<file path="src/mmds_pkg.sv">
package mmds_pkg;

  // Largest sample count the design is sized for; rank and count fields
  // are wide enough to hold it.
  localparam int MaxSamples = 9;
  localparam int RankW      = $clog2(MaxSamples + 1);

  typedef logic [RankW-1:0] rank_t;

endpackage

</file>
<file path="src/mmds_lane.sv">
// One lane: place of its own sample in the ascending order of valid samples.
// Ties break by lane index, so equal samples still get distinct ranks.
module mmds_lane
  import mmds_pkg::*;
#(
  parameter int SAMPLE_COUNT = 5,
  parameter int DEPTH_WIDTH  = 16,
  parameter int LANE_IDX     = 0
) (
  input  logic [SAMPLE_COUNT*DEPTH_WIDTH-1:0] samples_i,
  input  logic [SAMPLE_COUNT-1:0]             valid_i,
  input  rank_t                               half_i,
  output logic                                hit_o
);

  logic [DEPTH_WIDTH-1:0] own;
  logic [SAMPLE_COUNT-1:0] below;
  rank_t rank;

  assign own = samples_i[LANE_IDX*DEPTH_WIDTH +: DEPTH_WIDTH];

  // independent compares against every other sample
  always_comb begin
    for (int j = 0; j < SAMPLE_COUNT; j++) begin
      if (j == LANE_IDX) begin
        below[j] = 1'b0;
      end else if (j < LANE_IDX) begin
        below[j] = valid_i[j] && (samples_i[j*DEPTH_WIDTH +: DEPTH_WIDTH] <= own);
      end else begin
        below[j] = valid_i[j] && (samples_i[j*DEPTH_WIDTH +: DEPTH_WIDTH] < own);
      end
    end
  end

  always_comb begin
    rank = '0;
    for (int j = 0; j < SAMPLE_COUNT; j++) begin
      rank = rank + rank_t'(below[j]);
    end
  end

  assign hit_o = valid_i[LANE_IDX] && (rank == half_i);

endmodule

</file>
<file path="src/mmds_merge.sv">
// Merge stage: picks the one lane that hit, falls back to the held depth,
// and owns the output register.
module mmds_merge
  import mmds_pkg::*;
#(
  parameter int SAMPLE_COUNT = 5,
  parameter int DEPTH_WIDTH  = 16
) (
  input  logic                                clk,
  input  logic                                rst_n,
  input  logic                                s1_vld_i,
  input  logic [SAMPLE_COUNT-1:0]             hit_i,
  input  logic [SAMPLE_COUNT*DEPTH_WIDTH-1:0] samples_i,
  output logic                                adv_o,
  output logic                                out_vld_o,
  input  logic                                out_rdy_i,
  output logic [DEPTH_WIDTH-1:0]              pixel_o,
  output logic                                held_o
);

  logic                   out_vld_r, out_vld_nxt;
  logic [DEPTH_WIDTH-1:0] pixel_r, pixel_nxt;
  logic                   held_r, held_nxt;
  logic [DEPTH_WIDTH-1:0] last_good_r, last_good_nxt;
  logic [DEPTH_WIDTH-1:0] median;
  logic                   load;

  // at most one lane hits, so an OR of gated samples is the mux
  always_comb begin
    median = '0;
    for (int i = 0; i < SAMPLE_COUNT; i++) begin
      median = median | (samples_i[i*DEPTH_WIDTH +: DEPTH_WIDTH] & {DEPTH_WIDTH{hit_i[i]}});
    end
  end

  assign adv_o = !out_vld_r || out_rdy_i;
  assign load  = adv_o && s1_vld_i;

  always_comb begin
    out_vld_nxt   = out_vld_r;
    pixel_nxt     = pixel_r;
    held_nxt      = held_r;
    last_good_nxt = last_good_r;
    if (adv_o) begin
      out_vld_nxt = s1_vld_i;
    end
    if (load) begin
      if (|hit_i) begin
        pixel_nxt     = median;
        held_nxt      = 1'b0;
        last_good_nxt = median;
      end else begin
        pixel_nxt = last_good_r;
        held_nxt  = 1'b1;
      end
    end
  end

  always_ff @(posedge clk) begin
    if (!rst_n) begin
      out_vld_r   <= 1'b0;
      last_good_r <= '0;
    end else begin
      out_vld_r   <= out_vld_nxt;
      last_good_r <= last_good_nxt;
    end
  end

  always_ff @(posedge clk) begin
    pixel_r <= pixel_nxt;
    held_r  <= held_nxt;
  end

  assign out_vld_o = out_vld_r;
  assign pixel_o   = pixel_r;
  assign held_o    = held_r;

endmodule

</file>
<file path="src/masked_median_depth_subsampler.sv">
// channel | port group        | word contents (lowest bit up)
// --------+-------------------+------------------------------------------------
// input   | in_tvalid/tready  | tdata: sample_a..sample_e; tuser: valid_a..e
// output  | out_tvalid/tready | tdata: pixel_depth (zero padded); tuser: held
//
// Two register stages: one word per cycle sustained while the output is not
// stalled. The lane rank stage ranks all samples in parallel, then the merge
// stage selects and registers.
// Reset (rst_n, synchronous, active low) empties both stages and clears the
// held depth to zero. A stall at the output backs up through both stages;
// input is still taken while the output word waits if stage one is empty.
module masked_median_depth_subsampler
  import mmds_pkg::*;
#(
  parameter int SAMPLE_COUNT = 5,
  parameter int DEPTH_WIDTH  = 16
) (
  input  logic clk,
  input  logic rst_n,
  input  logic in_tvalid,
  output logic in_tready,
  // sample_a, sample_b, ... each DEPTH_WIDTH bits, zero padded to bytes
  input  logic [((SAMPLE_COUNT*DEPTH_WIDTH+7)/8)*8-1:0] in_tdata,
  // valid_a, valid_b, ... one bit each
  input  logic [SAMPLE_COUNT-1:0] in_tuser,
  output logic out_tvalid,
  input  logic out_tready,
  // pixel_depth, zero padded to bytes
  output logic [((DEPTH_WIDTH+7)/8)*8-1:0] out_tdata,
  // held
  output logic [0:0] out_tuser
);

  localparam int SampW = SAMPLE_COUNT * DEPTH_WIDTH;
  localparam int OutW  = ((DEPTH_WIDTH + 7) / 8) * 8;

  logic [SampW-1:0]        samples;
  logic [SAMPLE_COUNT-1:0] hit;
  rank_t                   n_valid;
  rank_t                   half;

  // stage one registers
  logic                    s1_vld_r, s1_vld_nxt;
  logic [SAMPLE_COUNT-1:0] hit_r;
  logic [SampW-1:0]        samp_r;

  logic                    adv;
  logic [DEPTH_WIDTH-1:0]  pixel;
  logic                    held;

  assign samples = in_tdata[SampW-1:0];

  always_comb begin
    n_valid = '0;
    for (int i = 0; i < SAMPLE_COUNT; i++) begin
      n_valid = n_valid + rank_t'(in_tuser[i]);
    end
  end

  // upper median index
  assign half = n_valid >> 1;

  for (genvar g = 0; g < SAMPLE_COUNT; g++) begin : g_lane
    mmds_lane #(
      .SAMPLE_COUNT(SAMPLE_COUNT),
      .DEPTH_WIDTH (DEPTH_WIDTH),
      .LANE_IDX    (g)
    ) u_lane (
      .samples_i(samples),
      .valid_i  (in_tuser),
      .half_i   (half),
      .hit_o    (hit[g])
    );
  end

  assign in_tready = !s1_vld_r || adv;

  always_comb begin
    s1_vld_nxt = s1_vld_r;
    if (in_tready) begin
      s1_vld_nxt = in_tvalid;
    end
  end

  always_ff @(posedge clk) begin
    if (!rst_n) begin
      s1_vld_r <= 1'b0;
    end else begin
      s1_vld_r <= s1_vld_nxt;
    end
  end

  always_ff @(posedge clk) begin
    if (in_tready && in_tvalid) begin
      hit_r  <= hit;
      samp_r <= samples;
    end
  end

  mmds_merge #(
    .SAMPLE_COUNT(SAMPLE_COUNT),
    .DEPTH_WIDTH (DEPTH_WIDTH)
  ) u_merge (
    .clk      (clk),
    .rst_n    (rst_n),
    .s1_vld_i (s1_vld_r),
    .hit_i    (hit_r),
    .samples_i(samp_r),
    .adv_o    (adv),
    .out_vld_o(out_tvalid),
    .out_rdy_i(out_tready),
    .pixel_o  (pixel),
    .held_o   (held)
  );

  assign out_tdata = OutW'(pixel);
  assign out_tuser = held;

endmodule

</file>
<file path="config.mk">
export PLATFORM = sky130hd
export DESIGN_NAME = masked_median_depth_subsampler
export DESIGN_NICKNAME = d
export VERILOG_FILES = /design/src/mmds_pkg.sv /design/src/mmds_lane.sv /design/src/mmds_merge.sv /design/src/masked_median_depth_subsampler.sv
export SDC_FILE = /design/constraint.sdc
export NUM_CORES = 1
export LEC_CHECK = 0
export BUFFER_PORTS_ARGS = -buffer_cell sky130_fd_sc_hd__buf_2
export CORE_ASPECT_RATIO = 1.4
export CORE_UTILIZATION = 50
export DETAILED_ROUTE_END_ITERATION = 10
export PLACE_DENSITY = 0.76
export SYNTH_ARGS = -nofsm -noshare
export SYNTH_HDL_FRONTEND = slang
export SYNTH_HIERARCHICAL = 1
export SYNTH_SLANG_ARGS = --single-unit
</file>
<file path="constraint.sdc">
create_clock -name clk -period 3.3 [get_ports clk]
set_input_delay 0.165 -clock clk [delete_from_list [all_inputs] [get_ports clk]]
set_output_delay 0.165 -clock clk [all_outputs]
set_load 0.1 [all_outputs]
</file>
==> flow_summary.toml <==
[finish]
insertedDiodeCount = 0
ff_latch_area_sq_um = 3420
layout-area-overhead-vs-synth_pct = 23.6
proportion_of_layout_cells_with_a_drive_suffix_above_1 = 0.237
multi_input_comb_area_sq_um = 8040
fillerInstances = 1886
design.final.nets = 1871

[sta]
hold_slack_ns = 0.0238
slew_violations = 0
setup_repair_after_global_routing_missed_its_margin = "no"
fin_crit_sh = 0.942
headroom_to_the_max_slew_limit = 0.247
tightest_slew_ns = 1.13
skew_ns = 0.0136
hold_viol = 0
timing.final.crit_period_ns = 3.11
max_clock_freq_mhz = 322
finalSetupViolations = 0

[route]
detail_route.wirelength_microns = 41900
met3_wirelength_microns = 2970
metal2_wl_microns = 19500
drtPass1Iterations = 6
detail-route-antenna-nets = 0
m1WireLength_microns = 15400
vias = 11100
drt-vias-per-instance = 6.23
top_layer = "met4"
routedWlPerCell_microns = 23.6
detail_route.iter0.violations = 893
route.detailed.drc = 0

[power]
overall_power_of_the_completed_layout_w = 0.00560
pwr_density_cell_nw_per_um2 = 381
power_frac_clock = 0.361
switching_share = 0.332
power.share.sequential = 0.321
power.internal_w = 0.00374
p_leak_nw = 7.13
vdd_ir_drop_max_mv = 0.388
power.switching_w = 0.00186
comb_power_share = 0.318

[yosys]
synth_cells = 1164
yosysMostFrequentCell = "ha_1"
yosysTopAreaCell = "ha_1"
synthArstFlopShare = 0
yosysTopAreaCellShare = 0.339
synth.top_cells.by_area = "ha_1 34%, edfxtp_1 26%, a21oi_1 4.9%"
synth-seq-cells = 120
yosys-top-cells-count = "322 x ha_1, 116 x a21oi_1, 106 x inv_1"
synth_seq_area_share = 0.288
synth-edff-count = 102
synth_cell_type_count = 68
synth_warnings = 6
ys.flop_type = "edfxtp_1"
syn_area_sq_um = 11900
synthesis.area_per_instance_sq_um = 10.2

[floorplan]
design.core.area_sq_um = 23300
initial_utilization = 0.511
die_x_microns = 132
io_pins = 108
placement_rows = 66
die-area_sq_um = 24400
fp.dieH_microns = 184

[setup_path]
max_stage_delay_ns = 0.50
timing.critical_path.required_ns = 3.56
worstPathCellList = "buf_2 -> inv_1 -> buf_4 -> ha_1 -> nand4_1 -> buf_4 -> nor4_2 -> buf_4 -> a21boi_2 -> o21ai_1 -> fa_1 -> ha_1 -> ha_1 -> xnor2_1 -> nand3b_1 -> nor3_1"
worst_setup_path_end_kind = "flip-flop"
critPathSlowestCell = "fa_1"
crit_path_start = "in_tdata[47]"
worstPathMaxFanout = 4
arrival_ns = 3.37
critPathLaunchType = "input port"
r2r-start = "hit_r[4]$_DFFE_PP_"
crit_type = "in -> reg"

[global_routing]
maximum_number_of_pins_on_one_net_before_global_route_repair = 86
grt_first_pass_wirelength_microns = 62400
total_routing_usage_gr = 0.350
grt_pass1_vias = 10900
antenna_found_initial = 1
grt_overflow = 0

[place]
place_hpwl_microns = 33800
place.gp.congestion = 1.03
portBuffers = 107

[cts]
cts_max_path_buffers = 2
clk_transition_reported_paths_ns = 0.06
cts.repair_timing.setup_buffer_count = 0
cts-root-buf = "clkbuf_16"
h-tree-depth = 4
clkLatencyLatePin_ns = 0.44
cts_tree = "yes"
clock_sinks = 120
total_cts_buffers = 17

[status]
run_status = "finished clean"

[job]
cap_violations = 0

[min_path]
worstHoldStart = "in_tdata[13]"
hp-class = "in -> reg"
## routing by layer
layer,vias to the layer above,GRT usage
li1,5078,-
met4,0,0.304
met1,5160,0.386
met2,604,0.584
met5,-,0
met3,212,0.0605
## critical path, delay by kind of cell
kind	cells	cell delay, ns
AOI/OAI and AO/OA	2	0.41
xor gates and xnor gates	1	0.17
adders and majority gates	4	1.26
buffers and inverters	5	0.68
and+or+nand+nor	4	0.67
## state kept, by name, indices dropped and copies added (netlist names)
register / cells
samp_r: 80
u_merge/last_good_r: 16
u_merge/pixel_o: 16
hit_r: 5
s1_vld_r: 1
u_merge/held_o: 1
u_merge/out_vld_o: 1
## power by group through the flow
stage	clock network (W)	logic, W	registers, W
after floorplan	0	0.000910	0.00193
after CTS	0.00204	0.00174	0.00180
after global routing	0.00210	0.00193	0.00181
after detailed placement	0	0.00172	0.00183
after global placement	0	0.00167	0.00182
final	0.00202	0.00178	0.00180
## per-stage QoR
step / setup WS (ns) / std cells / setup TNS, ns / util / instance area [sq um]
2_1_floorplan: 0.337 / 1173 / 0 / - / 11900
3_3_place_gp: -0.689 / 1735 / -1.01 / 0.601 / 14000
3_5_place_dp: -0.632 / 1735 / -1.04 / 0.601 / 14000
4_1_cts: 0.111 / 1773 / 0 / 0.631 / 14700
5_1_grt: 0.0531 / 1773 / 0 / 0.631 / 14700
6_report: 0.192 / 1773 / 0 / 0.631 / 14700
## path summary, 6_finish.rpt
path                                               end  slack (ns)  depth (start not counted)
hold / removal                    samp_r[13]$_DFFE_PP_        0.02                          1
setup reg to reg   u_merge/last_good_r[4]$_SDFFE_PN0P_        1.24                          3
setup / recovery                    hit_r[2]$_DFFE_PP_        0.19                         16
hold reg to reg   u_merge/last_good_r[15]$_SDFFE_PN0P_        0.47                          1
## cell usage in the layout, fill, tap and decap left out, types with 7 or more instances in the layout
master     netlist  routed
ha_1           322     322
buf_4            0     161
a21oi_1        116     115
buf_2            1     107
inv_1          106     106
edfxtp_1       102     102
nand2_1         75      75
nand4_1         41      41
o21ai_0         34      33
nand3_1         29      29
nor2_1          24      24
a21o_1          20      20
nor2b_1         19      19
dfxtp_1         18      18
clkbuf_16        0      17
nand2b_1        16      16
a222oi_1        16      16
a22oi_1         16      16
mux2_2          16      16
a22o_1          16      16
and3_1          13      13
nor3_1          13      13
xor2_1          13      13
conb_1           1      10
o211ai_1         9       9
o21ai_1          7       8
nand3b_1         7       7
a221o_1          7       7
## area by class of cell
| type | count | area share |
|---|---|---|
| clock buffer | 18 | 0.0299 |
| clock inverter | 14 | 0.0133 |
| inverter | 106 | 0.0271 |
| multi-input combinational | 934 | 0.547 |
| sequential | 120 | 0.233 |
| tap | 306 | 0.0260 |
| timing repair buffer | 275 | 0.124 |
## repair_timing
| action | 4_1_cts | 5_1_grt |
|---|---|---|
| hold endpoints to repair | 6 | 0 |
| gates resized for setup | 2 | 3 |
| hold buffers | 6 | 0 |
| setup endpoints to repair | 1 | 2 |
## logic make-up after synthesis
family,synth area share
and+or+nand+nor,0.133
AOI/OAI and AO/OA,0.164
adders and majority gates,0.349
other,0.000315
buffers and inverters,0.0402
xor gates and xnor gates,0.0111
muxes,0.0152
DFF,0.288
Note: power is estimated with default switching activity, not from simulation.
